**src/rtl/ccfc_pkg.sv**
```systemverilog
// ----------------------------------------------------------------------------
// CAN command channel package
// Shared types, codes and helpers for the CAN command frame channel.
// ----------------------------------------------------------------------------
package ccfc_pkg;

    localparam int ENTRY_SLOTS_DEFAULT = 16;
    localparam int QUEUE_DEPTH         = 2;

    localparam int HEAD_EMPTY_BIT = 7;
    localparam logic [7:0] TYPE_MASK  = 8'b0111_1111;
    localparam logic [7:0] EMPTY_FLAG = 8'b1000_0000;

    // Received frame lengths that carry an entry.
    localparam logic [3:0] FRAME_LEN_EMPTY = 4'd1;
    localparam logic [3:0] FRAME_LEN_FULL  = 4'd5;

    // Outgoing frame lengths.
    localparam logic [2:0] TX_LEN_NONE  = 3'd0;
    localparam logic [2:0] TX_LEN_EMPTY = 3'd1;
    localparam logic [2:0] TX_LEN_FULL  = 3'd5;

    // Receive event codes.
    localparam logic [2:0] EV_NONE    = 3'd0;
    localparam logic [2:0] EV_BAD     = 3'd1;
    localparam logic [2:0] EV_DROP    = 3'd2;
    localparam logic [2:0] EV_HEADER  = 3'd3;
    localparam logic [2:0] EV_STORED  = 3'd4;

    // Header entry type.
    localparam logic [6:0] TYPE_HEADER = 7'd0;

    // Configuration register indexes.
    localparam logic [1:0] REG_TX_COMMAND_ID  = 2'd0;
    localparam logic [1:0] REG_TX_TARGET      = 2'd1;
    localparam logic [1:0] REG_TX_SOURCE      = 2'd2;
    localparam logic [1:0] REG_TX_ENTRY_COUNT = 2'd3;

    typedef enum logic [1:0] {
        ACT_RECEIVE = 2'd0,
        ACT_FETCH   = 2'd1,
        ACT_WRITE   = 2'd2,
        ACT_CANCEL  = 2'd3
    } action_t;

    typedef enum logic [2:0] {
        OP_RX_BAD,
        OP_RX_HEADER,
        OP_RX_ENTRY,
        OP_FETCH,
        OP_WRITE,
        OP_CANCEL
    } op_t;

    // Classified command handed from the front end to the back end.
    typedef struct packed {
        op_t         op;
        logic [7:0]  frame_id;
        logic [6:0]  kind;
        logic [31:0] word;
        logic [3:0]  slot;
    } cmd_t;

    typedef struct packed {
        logic [2:0]  len;
        logic [7:0]  head;
        logic [31:0] payload;
    } tx_frame_t;

    // Result item, last field in the lowest bits.
    typedef struct packed {
        logic        sending_busy;
        logic        receiving_busy;
        logic [4:0]  tx_remaining;
        logic [31:0] tx_payload;
        logic [7:0]  tx_head;
        logic [2:0]  tx_len;
        logic [7:0]  tx_frame_id;
        logic [31:0] rx_value;
        logic [6:0]  rx_type;
        logic [3:0]  rx_index;
        logic        rx_complete;
        logic [2:0]  rx_event;
    } result_t;

    // An entry whose word is zero goes out as a one-byte frame.
    function automatic tx_frame_t emit_entry(input logic [6:0] kind, input logic [31:0] word);
        tx_frame_t f;
        if (word == 32'd0)
        begin
            f.len     = TX_LEN_EMPTY;
            f.head    = {1'b0, kind} | EMPTY_FLAG;
            f.payload = 32'd0;
        end
        else
        begin
            f.len     = TX_LEN_FULL;
            f.head    = {1'b0, kind} & TYPE_MASK;
            f.payload = word;
        end
        return f;
    endfunction

endpackage

```
**src/rtl/ccfc_front.sv**
```systemverilog
// ----------------------------------------------------------------------------
// CAN command channel front end
// Checks received frames and classifies each input item into a command.
// ----------------------------------------------------------------------------
module ccfc_front (
    input  logic [1:0]     action,
    input  logic [7:0]     frame_id,
    input  logic [3:0]     frame_len,
    input  logic [7:0]     frame_head,
    input  logic [31:0]    frame_payload,
    input  logic [3:0]     entry_slot,
    input  logic [6:0]     entry_kind,
    input  logic [31:0]    entry_word,
    output ccfc_pkg::cmd_t cmd
);
    import ccfc_pkg::*;

    logic       head_empty;
    logic [6:0] head_type;
    logic       frame_full_ok;
    logic       frame_empty_ok;

    assign head_empty     = frame_head[HEAD_EMPTY_BIT];
    assign head_type      = frame_head[6:0];
    assign frame_full_ok  = (frame_len == FRAME_LEN_FULL) && !head_empty;
    assign frame_empty_ok = (frame_len == FRAME_LEN_EMPTY) && head_empty;

    always_comb
    begin
        cmd          = '0;
        cmd.frame_id = frame_id;
        cmd.slot     = entry_slot;
        unique case (action_t'(action))
            ACT_RECEIVE:
            begin
                cmd.kind = head_type;
                if (!frame_full_ok && !frame_empty_ok)
                begin
                    cmd.op = OP_RX_BAD;
                end
                else
                begin
                    // A one-byte frame decodes to a zero value.
                    cmd.word = frame_full_ok ? frame_payload : 32'd0;
                    cmd.op   = (head_type == TYPE_HEADER) ? OP_RX_HEADER : OP_RX_ENTRY;
                end
            end
            ACT_FETCH:
            begin
                cmd.op = OP_FETCH;
            end
            ACT_WRITE:
            begin
                cmd.op   = OP_WRITE;
                cmd.kind = entry_kind;
                cmd.word = entry_word;
            end
            ACT_CANCEL:
            begin
                cmd.op = OP_CANCEL;
            end
        endcase
    end

endmodule

```
**src/rtl/ccfc_queue.sv**
```systemverilog
// ----------------------------------------------------------------------------
// CAN command channel queue
// Short command queue that decouples the front end from the back end.
// ----------------------------------------------------------------------------
module ccfc_queue (
    input  logic           clk,
    input  logic           rst_n,
    input  logic           push,
    input  ccfc_pkg::cmd_t push_cmd,
    output logic           not_full,
    input  logic           pop,
    output logic           not_empty,
    output ccfc_pkg::cmd_t head_cmd
);
    import ccfc_pkg::*;

    localparam int PTR_W = (QUEUE_DEPTH > 1) ? $clog2(QUEUE_DEPTH) : 1;
    localparam int CNT_W = $clog2(QUEUE_DEPTH + 1);

    cmd_t             mem_reg [QUEUE_DEPTH];
    logic [PTR_W-1:0] wr_ptr_reg, wr_ptr_next;
    logic [PTR_W-1:0] rd_ptr_reg, rd_ptr_next;
    logic [CNT_W-1:0] count_reg, count_next;

    assign not_full  = (count_reg != CNT_W'(QUEUE_DEPTH));
    assign not_empty = (count_reg != '0);
    assign head_cmd  = mem_reg[rd_ptr_reg];

    always_comb
    begin
        wr_ptr_next = wr_ptr_reg;
        rd_ptr_next = rd_ptr_reg;
        count_next  = count_reg;
        if (push)
        begin
            wr_ptr_next = (wr_ptr_reg == PTR_W'(QUEUE_DEPTH - 1)) ? '0 : wr_ptr_reg + 1'b1;
        end
        if (pop)
        begin
            rd_ptr_next = (rd_ptr_reg == PTR_W'(QUEUE_DEPTH - 1)) ? '0 : rd_ptr_reg + 1'b1;
        end
        if (push && !pop)
        begin
            count_next = count_reg + 1'b1;
        end
        else if (pop && !push)
        begin
            count_next = count_reg - 1'b1;
        end
    end

    always_ff @(posedge clk or negedge rst_n)
    begin
        if (!rst_n)
        begin
            wr_ptr_reg <= '0;
            rd_ptr_reg <= '0;
            count_reg  <= '0;
        end
        else
        begin
            wr_ptr_reg <= wr_ptr_next;
            rd_ptr_reg <= rd_ptr_next;
            count_reg  <= count_next;
        end
    end

    always_ff @(posedge clk)
    begin
        if (push)
        begin
            mem_reg[wr_ptr_reg] <= push_cmd;
        end
    end

endmodule

```
**src/rtl/ccfc_back.sv**
```systemverilog
// ----------------------------------------------------------------------------
// CAN command channel back end
// Holds the channel state, transmit entry store and configuration registers,
// runs one command per cycle unless the output stalls, registering the result.
// ----------------------------------------------------------------------------
module ccfc_back #(
    parameter int ENTRY_SLOTS = ccfc_pkg::ENTRY_SLOTS_DEFAULT
) (
    input  logic              clk,
    input  logic              rst_n,
    input  logic              cmd_valid,
    input  ccfc_pkg::cmd_t    cmd,
    output logic              cmd_pop,
    input  logic              cfg_valid,
    output logic              cfg_ready,
    input  logic [1:0]        cfg_index,
    input  logic [7:0]        cfg_data,
    output logic              res_valid,
    input  logic              res_ready,
    output ccfc_pkg::result_t res
);
    import ccfc_pkg::*;

    localparam int POS_W = $clog2(ENTRY_SLOTS + 1);
    localparam int IDX_W = (ENTRY_SLOTS > 1) ? $clog2(ENTRY_SLOTS) : 1;
    localparam int CMP_W = (POS_W > 8) ? POS_W : 8;

    // Configuration registers.
    logic [7:0] tx_command_id_reg;
    logic [7:0] tx_target_reg;
    logic [7:0] tx_source_reg;
    logic [4:0] tx_entry_count_reg;

    // Channel state.
    logic             rx_open_reg, rx_open_next;
    logic [POS_W-1:0] rx_position_reg, rx_position_next;
    logic [7:0]       rx_command_id_reg, rx_command_id_next;
    logic [7:0]       rx_expected_reg, rx_expected_next;
    logic             tx_open_reg, tx_open_next;
    logic [POS_W-1:0] tx_position_reg, tx_position_next;

    // Transmit entry store, undefined until written.
    logic [6:0]  store_kind [ENTRY_SLOTS];
    logic [31:0] store_word [ENTRY_SLOTS];

    logic        out_valid_reg;
    result_t     out_data_reg;
    result_t     res_next;
    logic        store_we;

    logic [CMP_W-1:0] slots_c;
    logic [CMP_W-1:0] rx_pos_ext, rx_pos_inc, rx_expected_ext;
    logic [CMP_W-1:0] tx_pos_ext, tx_pos_inc, tx_count_ext, tx_left;
    logic [CMP_W-1:0] slot_ext;
    logic [IDX_W-1:0] rd_idx, wr_idx;
    logic [31:0]      tx_header_word;
    tx_frame_t        frame;

    assign cfg_ready = 1'b1;
    assign cmd_pop   = cmd_valid && (!out_valid_reg || res_ready);
    assign res_valid = out_valid_reg;
    assign res       = out_data_reg;

    assign slots_c         = CMP_W'(ENTRY_SLOTS);
    assign rx_pos_ext      = CMP_W'(rx_position_reg);
    assign rx_pos_inc      = rx_pos_ext + 1'b1;
    assign rx_expected_ext = CMP_W'(rx_expected_reg);
    assign tx_pos_ext      = CMP_W'(tx_position_reg);
    assign tx_pos_inc      = tx_pos_ext + 1'b1;
    assign tx_count_ext    = CMP_W'(tx_entry_count_reg);
    assign tx_left         = tx_count_ext - tx_pos_inc;
    assign slot_ext        = CMP_W'(cmd.slot);
    assign rd_idx          = tx_position_reg[IDX_W-1:0];
    assign wr_idx          = slot_ext[IDX_W-1:0];
    assign tx_header_word  = {3'b000, tx_entry_count_reg, tx_source_reg,
                              tx_target_reg, tx_command_id_reg};

    always_comb
    begin
        rx_open_next       = rx_open_reg;
        rx_position_next   = rx_position_reg;
        rx_command_id_next = rx_command_id_reg;
        rx_expected_next   = rx_expected_reg;
        tx_open_next       = tx_open_reg;
        tx_position_next   = tx_position_reg;
        store_we           = 1'b0;
        frame              = '0;
        res_next           = '0;

        unique case (cmd.op)
            OP_RX_BAD:
            begin
                res_next.rx_event = EV_BAD;
                res_next.rx_type  = cmd.kind;
            end
            OP_RX_HEADER:
            begin
                res_next.rx_event  = EV_HEADER;
                res_next.rx_type   = cmd.kind;
                res_next.rx_value  = cmd.word;
                rx_command_id_next = cmd.word[7:0];
                rx_expected_next   = cmd.word[31:24];
                rx_position_next   = '0;
                rx_open_next       = 1'b1;
                // A header that announces no entries closes at once.
                if (cmd.word[31:24] == 8'd0)
                begin
                    rx_open_next         = 1'b0;
                    res_next.rx_complete = 1'b1;
                end
            end
            OP_RX_ENTRY:
            begin
                res_next.rx_type  = cmd.kind;
                res_next.rx_value = cmd.word;
                if (!rx_open_reg || (cmd.frame_id != rx_command_id_reg) ||
                    (rx_pos_ext >= slots_c))
                begin
                    rx_open_next      = 1'b0;
                    res_next.rx_event = EV_DROP;
                end
                else
                begin
                    res_next.rx_event = EV_STORED;
                    res_next.rx_index = rx_pos_ext[3:0];
                    rx_position_next  = rx_position_reg + 1'b1;
                    if (rx_pos_inc == rx_expected_ext)
                    begin
                        rx_open_next         = 1'b0;
                        res_next.rx_complete = 1'b1;
                    end
                end
            end
            OP_FETCH:
            begin
                res_next.tx_frame_id = tx_command_id_reg;
                if (rx_open_reg)
                begin
                    // Sending waits while a received command is open.
                    res_next.tx_remaining = tx_entry_count_reg;
                end
                else if (!tx_open_reg)
                begin
                    frame            = emit_entry(TYPE_HEADER, tx_header_word);
                    tx_position_next = '0;
                    if (tx_entry_count_reg == 5'd0)
                    begin
                        tx_open_next = 1'b0;
                    end
                    else
                    begin
                        tx_open_next          = 1'b1;
                        res_next.tx_remaining = tx_entry_count_reg;
                    end
                end
                else if ((tx_pos_ext >= tx_count_ext) || (tx_pos_ext >= slots_c))
                begin
                    tx_open_next = 1'b0;
                end
                else
                begin
                    frame            = emit_entry(store_kind[rd_idx], store_word[rd_idx]);
                    tx_position_next = tx_position_reg + 1'b1;
                    if (tx_pos_inc >= tx_count_ext)
                    begin
                        tx_open_next = 1'b0;
                    end
                    else
                    begin
                        res_next.tx_remaining = tx_left[4:0];
                    end
                end
            end
            OP_WRITE:
            begin
                store_we = (slot_ext < slots_c);
            end
            OP_CANCEL:
            begin
                tx_open_next = 1'b0;
            end
            default:
            begin
            end
        endcase

        res_next.tx_len         = frame.len;
        res_next.tx_head        = frame.head;
        res_next.tx_payload     = frame.payload;
        res_next.receiving_busy = rx_open_next;
        res_next.sending_busy   = tx_open_next;
    end

    always_ff @(posedge clk or negedge rst_n)
    begin
        if (!rst_n)
        begin
            tx_command_id_reg  <= '0;
            tx_target_reg      <= '0;
            tx_source_reg      <= '0;
            tx_entry_count_reg <= '0;
        end
        else if (cfg_valid)
        begin
            unique case (cfg_index)
                REG_TX_COMMAND_ID:  tx_command_id_reg  <= cfg_data;
                REG_TX_TARGET:      tx_target_reg      <= cfg_data;
                REG_TX_SOURCE:      tx_source_reg      <= cfg_data;
                REG_TX_ENTRY_COUNT: tx_entry_count_reg <= cfg_data[4:0];
            endcase
        end
    end

    always_ff @(posedge clk or negedge rst_n)
    begin
        if (!rst_n)
        begin
            rx_open_reg       <= 1'b0;
            rx_position_reg   <= '0;
            rx_command_id_reg <= '0;
            rx_expected_reg   <= '0;
            tx_open_reg       <= 1'b0;
            tx_position_reg   <= '0;
            out_valid_reg     <= 1'b0;
        end
        else
        begin
            if (cmd_pop)
            begin
                rx_open_reg       <= rx_open_next;
                rx_position_reg   <= rx_position_next;
                rx_command_id_reg <= rx_command_id_next;
                rx_expected_reg   <= rx_expected_next;
                tx_open_reg       <= tx_open_next;
                tx_position_reg   <= tx_position_next;
                out_valid_reg     <= 1'b1;
            end
            else if (res_ready)
            begin
                out_valid_reg <= 1'b0;
            end
        end
    end

    always_ff @(posedge clk)
    begin
        if (cmd_pop)
        begin
            out_data_reg <= res_next;
        end
        if (cmd_pop && store_we)
        begin
            store_kind[wr_idx] <= cmd.kind;
            store_word[wr_idx] <= cmd.word;
        end
    end

`ifndef SYNTHESIS
    a_complete_closes: assert property (@(posedge clk) disable iff (!rst_n)
        (out_valid_reg && out_data_reg.rx_complete) |-> !out_data_reg.receiving_busy)
        else $error("completed receive left the command open");

    a_tx_position_bound: assert property (@(posedge clk) disable iff (!rst_n)
        tx_position_reg <= POS_W'(ENTRY_SLOTS))
        else $error("transmit position past capacity");

    a_fetch_blocked: assert property (@(posedge clk) disable iff (!rst_n)
        (cmd_pop && (cmd.op == OP_FETCH) && rx_open_reg)
        |=> (out_valid_reg && (out_data_reg.tx_len == TX_LEN_NONE)))
        else $error("frame sent while a receive was open");

    a_remaining_busy: assert property (@(posedge clk) disable iff (!rst_n)
        (out_valid_reg && (out_data_reg.tx_remaining != 5'd0) &&
         !out_data_reg.receiving_busy) |-> out_data_reg.sending_busy)
        else $error("entries left to send but sending is closed");
`endif

endmodule

```
**src/rtl/can_command_frame_channel.sv**
```systemverilog
// ----------------------------------------------------------------------------
// CAN command frame channel
// Half-duplex command channel carrying one entry per short CAN frame.
// ----------------------------------------------------------------------------
// Input items arrive on the s_axis channel: s_axis_tuser selects receive
// frame, fetch next transmit frame, write transmit entry or cancel sending,
// and s_axis_tdata carries the frame and entry fields. Every item produces
// exactly one result transfer on the m_axis channel, in order.
// Configuration writes use the cfg channel (index 0 command id, 1 target,
// 2 source, 3 entry count) and are always accepted.
// The front end classifies the item as it is written into the command
// queue, and the back end takes it from the queue head, updates the channel
// state and registers the result in its output register.
// Throughput is one item per cycle while m_axis_tready does not stall the
// output, set by the back end, which executes one command per cycle.
// Reset closes receive and send, clears the configuration registers and
// empties the queue; transmit entries are undefined until written.
// When the receiver stalls, the output register holds its result, the
// two-entry queue fills and s_axis_tready then drops until space frees up.
// ----------------------------------------------------------------------------
module can_command_frame_channel #(
    parameter int ENTRY_SLOTS = ccfc_pkg::ENTRY_SLOTS_DEFAULT
) (
    input  logic         clk,
    input  logic         rst_n,
    input  logic         s_axis_tvalid,
    output logic         s_axis_tready,
    // frame_id[7:0], frame_len[11:8], frame_head[19:12], frame_payload[51:20],
    // entry_slot[55:52], entry_kind[62:56], entry_word[94:63], zero[95]
    input  logic [95:0]  s_axis_tdata,
    // action[1:0]
    input  logic [1:0]   s_axis_tuser,
    output logic         m_axis_tvalid,
    input  logic         m_axis_tready,
    // rx_event[2:0], rx_complete[3], rx_index[7:4], rx_type[14:8],
    // rx_value[46:15], tx_frame_id[54:47], tx_len[57:55], tx_head[65:58],
    // tx_payload[97:66], tx_remaining[102:98], receiving_busy[103],
    // sending_busy[104], zero[111:105]
    output logic [111:0] m_axis_tdata,
    input  logic         cfg_valid,
    output logic         cfg_ready,
    input  logic [1:0]   cfg_index,
    input  logic [7:0]   cfg_data
);
    import ccfc_pkg::*;

    cmd_t    front_cmd;
    cmd_t    queue_cmd;
    logic    queue_not_full;
    logic    queue_not_empty;
    logic    queue_pop;
    logic    push;
    result_t result;

    assign s_axis_tready = queue_not_full;
    assign push          = s_axis_tvalid && queue_not_full;
    assign m_axis_tdata  = {7'd0, result};

    ccfc_front u_front (
        .action        (s_axis_tuser),
        .frame_id      (s_axis_tdata[7:0]),
        .frame_len     (s_axis_tdata[11:8]),
        .frame_head    (s_axis_tdata[19:12]),
        .frame_payload (s_axis_tdata[51:20]),
        .entry_slot    (s_axis_tdata[55:52]),
        .entry_kind    (s_axis_tdata[62:56]),
        .entry_word    (s_axis_tdata[94:63]),
        .cmd           (front_cmd)
    );

    ccfc_queue u_queue (
        .clk       (clk),
        .rst_n     (rst_n),
        .push      (push),
        .push_cmd  (front_cmd),
        .not_full  (queue_not_full),
        .pop       (queue_pop),
        .not_empty (queue_not_empty),
        .head_cmd  (queue_cmd)
    );

    ccfc_back #(
        .ENTRY_SLOTS (ENTRY_SLOTS)
    ) u_back (
        .clk       (clk),
        .rst_n     (rst_n),
        .cmd_valid (queue_not_empty),
        .cmd       (queue_cmd),
        .cmd_pop   (queue_pop),
        .cfg_valid (cfg_valid),
        .cfg_ready (cfg_ready),
        .cfg_index (cfg_index),
        .cfg_data  (cfg_data),
        .res_valid (m_axis_tvalid),
        .res_ready (m_axis_tready),
        .res       (result)
    );

endmodule
```
**config.mk**
```make
export PLATFORM = sky130hd
export DESIGN_NAME = can_command_frame_channel
export DESIGN_NICKNAME = d
export VERILOG_FILES = /design/src/rtl/ccfc_pkg.sv /design/src/rtl/ccfc_front.sv /design/src/rtl/ccfc_queue.sv /design/src/rtl/ccfc_back.sv /design/src/rtl/can_command_frame_channel.sv
export SDC_FILE = /design/constraint.sdc
export NUM_CORES = 1
export LEC_CHECK = 0
export BUFFER_PORTS_ARGS = -buffer_cell sky130_fd_sc_hd__buf_2
export CAP_MARGIN = 20
export CORE_UTILIZATION = 60
export DETAILED_ROUTE_END_ITERATION = 10
export PLACE_DENSITY = 0.83
export SLEW_MARGIN = 20
export SYNTH_ARGS = -nofsm -noshare
export SYNTH_HDL_FRONTEND = slang
export SYNTH_SLANG_ARGS = --single-unit
```
**constraint.sdc**
```tcl
create_clock -name clk -period 5.2 [get_ports clk]
set_clock_uncertainty 0.05 [all_clocks]
set_input_delay 0.26 -clock clk [delete_from_list [all_inputs] [get_ports clk]]
set_output_delay 0.26 -clock clk [all_outputs]
set_load 0.05 [all_outputs]
```
* Word level (Yosys, flattened, before mapping)
Memory sizes are Yosys's and may differ from the RTL's. Cells that the tools add are included.
Operators by class: add/subtract/negate cells 9, magnitude comparators 5, eq/ne operators 18, multiplexer cells 46, bitwise operators 3, reductions and logical operators 42
Operators with widths (number):
- 43-bit 2-to-1 mux | 4
- 39-bit one-hot mux with 2 select lines | 1
- 32-bit logical NOT | 2
- 32-bit 2-to-1 mux | 2
- 5-bit 2-to-1 mux | 8
- 1-bit 2-to-1 mux | 20
- 5-bit by 1-bit adder with 6-bit output (second input constant) | 2
- 3-bit one-hot mux with 4 select lines | 1
- 5-bit by 1-bit adder with 5-bit output (second input constant) | 2
- 5-bit >= comparator (second input constant) | 2
- 5-bit one-hot mux with 2 select lines | 1
- 2-bit AND reduction | 5
- 3-bit one-hot mux with 3 select lines | 1
- 2-bit == test (second input constant) | 4
- 8-bit == test | 1
- 1-bit logical AND | 8
- 8-bit logical NOT | 1
- 8-bit inequality test | 1
- 2-bit nonzero test | 4
- 1-bit logical NOT | 7
- 7-bit logical NOT | 1
- 3-bit by 2-bit == test with 1-bit output (second input constant) | 2
- 3-bit == test (second input constant) | 2
- 6-bit by 5-bit >= comparator with 1-bit output | 1
- other kinds (23) | 40
Storage, ports and cells: register bits 167, RAM bits 732, input port bits 113, output and inout port bits 115, word-level logic and storage cells 152, memories 3
Memory list:
- u_back.store_word | words 16, width 32, rd ports 1, clocked after memory_dff 0, wr ports 1, RTL line ccfc_back.sv:44 | logic [31:0] store_word [ENTRY_SLOTS];
- u_back.store_kind | words 16, width 7, rd ports 1, clocked after memory_dff 0, wr ports 1, RTL line ccfc_back.sv:43 | logic [6:0] store_kind [ENTRY_SLOTS];
- u_queue.mem_reg | words 2, width 54, rd ports 1, clocked after memory_dff 0, wr ports 1, RTL line ccfc_queue.sv:20 | cmd_t mem_reg [QUEUE_DEPTH];

* Depth between registers and ports, before layout
word-level depth 7, depth in mapped cells 15, depth with buffers taken out 9

* By module
Synthesis repeated with hierarchy kept, for this count alone.
Unflattened totals: cell total of the unflattened synthesis 1914, area total of the unflattened synthesis 36098.4 sq um
By module, submodules not included:
- ccfc_back | instances 1, cells each 1605, area an instance 30932.2 sq um, seq. area each 23312.4 sq um
- ccfc_queue | instances 1, cells each 184, area an instance 4335.4 sq um, seq. area each 3343.2 sq um
- ccfc_front | instances 1, cells each 116, area an instance 768.2 sq um, seq. area each 0.0 sq um
- can_command_frame_channel | instances 1, cells each 9, area an instance 62.6 sq um, seq. area each 0.0 sq um

* Worst setup path before layout
Ideal clock, no wire load.
path kind register to register, start point register u_back.out_valid_reg (netlist: u_back.res_valid), end point register u_back.rx_open_reg, library setup time 139 ps, data arrival time 4191 ps, required time 5011 ps, path slack 819 ps, cell stages (with the launch flop) 5, path buffers 0, period minus slack after synthesis 4381 ps, path through dfrtp_1 > nand2b_1 > o21ai_1 > clkinv_1 > mux2_2
On the way: longest elaborated chain between the ends 3
RTL lines:
- from (decl) | RTL line ccfc_back.sv:46 | logic out_valid_reg;
- from (signal assigned) | RTL line ccfc_back.sv:224 | out_valid_reg <= 1'b0;
- from (signal assigned) | RTL line ccfc_back.sv:236 | out_valid_reg <= 1'b1;
- from (signal assigned) | RTL line ccfc_back.sv:240 | out_valid_reg <= 1'b0;
- 1-bit logical NOT | RTL line ccfc_back.sv:60 | assign cmd_pop = cmd_valid && (!out_valid_reg || res_ready);
- 1-bit logical OR | RTL line ccfc_back.sv:60
- 1-bit logical AND | RTL line ccfc_back.sv:60
- net queue_pop | RTL line can_command_frame_channel.sv:51 | logic queue_pop;
- to (signal assigned) | RTL line ccfc_back.sv:230 | rx_open_reg <= rx_open_next;
- to (decl) | RTL line ccfc_back.sv:35 | logic rx_open_reg, rx_open_next;
The timed path passes the listed nets, and every way through them passes these cells. A chain may end at the register's enable or synchronous reset.

* Worst setup path in the final report
start point register u_queue.rd_ptr_reg, end point memory u_back.store_word[9][29] (enable)
On the way: longest elaborated chain between the ends 6, elaborated cells on any way between the ends 7, those cells by class order compare (1); eq/ne (1); mux (3); reduce/logical (1); memory (1)
RTL lines:
- from (decl) | RTL line ccfc_queue.sv:22 | logic [PTR_W-1:0] rd_ptr_reg, rd_ptr_next;
- from (signal assigned) | RTL line ccfc_queue.sv:63 | rd_ptr_reg <= rd_ptr_next;
- memory read 2 x 54 bit (*)
- 4-bit by 5-bit less-than comparator with 1-bit output / 3-bit == test (equally long branches) | RTL line ccfc_back.sv:176, ccfc_back.sv:90
- 1-bit 2-to-1 mux | RTL line ccfc_back.sv:90 | unique case (cmd.op)
- 1-bit logical AND | RTL line ccfc_back.sv:251 | if (cmd_pop && store_we)
- 1-bit 2-to-1 mux | RTL line ccfc_back.sv:251
- 1-bit 2-to-1 mux (not written as such) | RTL line ccfc_back.sv:254 | store_word[wr_idx] <= cmd.word;
- to (decl) | RTL line ccfc_back.sv:44
Every way passes the cells marked *; elsewhere a longest branch is shown, timed or not.

==> run_results.csv <==
group,metric,value,unit
run_status,outcome,"finished, final reports clean",
routing,dr.pass1.iters,6,
min_path,hold_start,"s_axis_tdata[59]",
critical_path,r2r_start,"u_queue.rd_ptr_reg$_DFFE_PN0P_",
floorplanning,start_util,0.612,
cts,cts_tree,"built",
floorplanning,die_y,245,um
synth,synthMuxAreaShare,0.135,
synth,synth-xor-area-share,0.00666,
timing,setup-violations-final,0,
critical_path,required,5470,ps
place,port_buffers,217,
place,routabilityCongestion,0.932,
critical_path,worstSetupPathType,"reg -> reg",
timing,rsz0062_at_grt,"false",
power,powerDensity,588,mW/mm2
synth,ys_async_sr_fraction,0.0690,
cts,numCtsBuffers,87,
place,dpl_worst_slack,1240,ps
synth,synth_compound_area_frac,0.0413,
final_layout,areaGrowthSynthToFinish,17.5,%
synth,synth_top_family_by_area,"multiplexers",
cts,cts.sinks,898,
critical_path,critPathCaptureType,"flop",
critical_path,crit_path_start,"u_queue.rd_ptr_reg$_DFFE_PN0P_",
critical_path,path_max_fanout,29,
grt,grtUsageMet2,0.562,
final_layout,fillers,3126,
cts,cts_root_buffer,"clkbuf_16",
synth,synth_ff_type,"edfxtp_1",
routing,drc_errors,0,
routing,vias,21600,
floorplanning,fp.dieW,245,um
final_layout,seq_area,0.0267,mm2
critical_path,path_cells,"mux2i_1 -> nand2b_1 -> nor3_1 -> nand2_1 -> nor2_4 -> buf_4",
synth,synth-seq-cells,898,
routing,wl,104,mm
floorplanning,core.rowCount,88,
grt,grt_max_degree,74,
synth,synth_top_area_frac,0.707,
final_layout,finalNonFillerCells,3076,
critical_path,cp_slowest_stage_delay,830,ps
grt,grt_pass1_wl,147,mm
synth,synth_fa_ha_area_frac,0.00656,
critical_path,crit_family,"simple AND/OR/NAND/NOR gates",
grt,grt_overflow,0,
synth,synth-simple-area-share,0.0412,
min_path,hold_path.class,"in -> reg",
synth,synth_top_area_cell,"edfxtp_1",
floorplanning,die-area,0.0601,mm2
grt,grt_use_met1,0.433,
critical_path,slowest_stage,"nor2_4",
critical_path,worstPathArrival,4380,ps
final_layout,fin_nets,2364,
synth,yosys_warnings,0,
timing,fmax,244,MHz
power,leakagePower,14.8,nW
critical_path,crit_buf_inv,1,
synth,netlist_top_cells_count,"edfxtp_1 (836), mux4_2 (144), nor2_1 (110), mux2i_1 (67), dfrtp_1 (62)",
job,drv_cap,0,
cts,cts_buffer_depth,3,
timing,setup_tns,0,ps
final_layout,multi_input_area,0.00838,mm2
routing,antenna_left,0,
cts,clkTransAtPathRegs,60,ps
timing,worstMarginPinSlew,1190,ps
grt,busiest_layer,"met2",
synth,ys_top_cells_by_area,"edfxtp_1 (71%), mux4_2 (9.1%), dfrtp_1 (4.4%)",
cts,cts-resized-gates,0,
timing,maxSlewViolCount,0,
synth,synth_sequential_area_ratio,0.751,
synth,synthCells,1864,
power,vdd_ir_drop_max,0.576,mV
routing,drt_iter0_markers,3240,
final_layout,largest_register_ffs,512,
floorplanning,io_pins,228,
synth,yosysUniqueCellTypes,59,
critical_path,critPathLaunchType,"flop",
grt,grt_usage,0.349,
timing,setup_ws,1100,ps
timing,hold_violations,0,
synth,synth.cell_area,0.0355,mm2
grt,grt_pass1_vias,21900,
grt,met3_usage,0.0852,
cts,cts_max_level,3,
routing,post_drt_wl_per_cell,33.9,um
synth,synth_edf_count,836,
routing,viasPerCell,7.02,
synth,avgSynthCellArea,19.0,um2
timing,slew_headroom,0.183,
synth,yosysMostFrequentCell,"edfxtp_1",
cts,clk_latency,660,ps
place,dp_hpwl,55.4,mm
timing,finalCriticalPeriod,4100,ps
floorplanning,coreArea,0.0580,mm2
final_layout,final_layout_size_suffix_gt1_frac,0.282,
grt,antenna_found_initial,12,
place,dp_cells,2816,
timing,fin_crit_sh,0.789,
==> final cells by class <==
class / count / area share
antenna: 7 / 0.000420
clock buffer: 109 / 0.0561
clock inverter: 51 / 0.0152
inverter: 42 / 0.00384
multi-input combinational: 833 / 0.201
sequential: 898 / 0.639
tap: 765 / 0.0230
timing repair buffer: 371 / 0.0610
==> through the flow <==
step / utilization / hold slack [ps] / power, mW / cell area (um2)
4_1_cts: 0.717 / 1.46 / 24.1 / 41600
5_1_grt: 0.718 / 20.3 / 25.1 / 41700
3_5_place_dp: 0.650 / 405 / 17.5 / 37700
6_report: 0.719 / 26.1 / 24.5 / 41700
2_1_floorplan: - / -85.6 / 15.2 / 35500
3_3_place_gp: 0.650 / 401 / 17.2 / 37700
==> report_power, final <==
group	total, mW	switching (mW)	internal, mW
Clock	6.65	2.86	3.78
Sequential	10.2	0.651	9.50
Combinational	7.72	5.26	2.46
==> cells in the final DEF, fill, tap and decap left out, drive strengths merged, types with 32 or more instances in the layout <==
master	count
mux2i	67
and3	36
inv	46
nand2	55
dfrtp	62
edfxtp	836
a22o	44
dlygate4sd3	91
a22oi	44
a21oi	38
clkinv	32
nor2	110
mux4	154
mux2	54
clkbuf	109
buf	280
==> worst min-delay path, delay by kind of cell <==
kind,cells,cell delay [ps]
AND/OR/NAND/NOR,1,160
buffers and inverters,1,80
multiplexers,1,70
==> repair_timing <==
item / CTS / global route
hold buffers: 91 / 0
setup buffers: 0 / 0
hold endpoints to repair: 187 / 0
==> per-layer routing <==
metal	vias to the layer above	wire [um]
met5	-	70
met4	10	7340
met3	502	12800
met2	2056	50600
met1	10700	33500
li1	8267	-
==> cell families (layout without fill, tap and decap cells) <==
group,after synthesis,after routing
DFF,898,898
xor gates and xnor gates,27,27
adders and majority gates,18,18
other,2,16
muxes,275,275
AOI/OAI and AO/OA,201,201
and+or+nand+nor,303,303
buffers and inverters,140,573
==> worst paths after layout <==
check / end / slack [ps] / cells after the start
hold reg to reg: u_back.tx_source_reg[7]$_DFFE_PN0P_ / 490 / 1
setup / recovery: u_back.store_word[9][29]$_DFFE_PP_ / 1100 / 6
max in group asynchronous: u_back.tx_position_reg[1]$_DFFE_PN0P_ / 4080 / 3
min in group asynchronous: u_back.rx_open_reg$_DFFE_PN0P_ / 310 / 3
hold / removal: u_queue.mem_reg[1][39]$_DFFE_PP_ / 30 / 3
setup reg to reg: u_back.store_word[9][29]$_DFFE_PP_ / 1100 / 6
No activity file was read; power rests on OpenSTA's default activity.
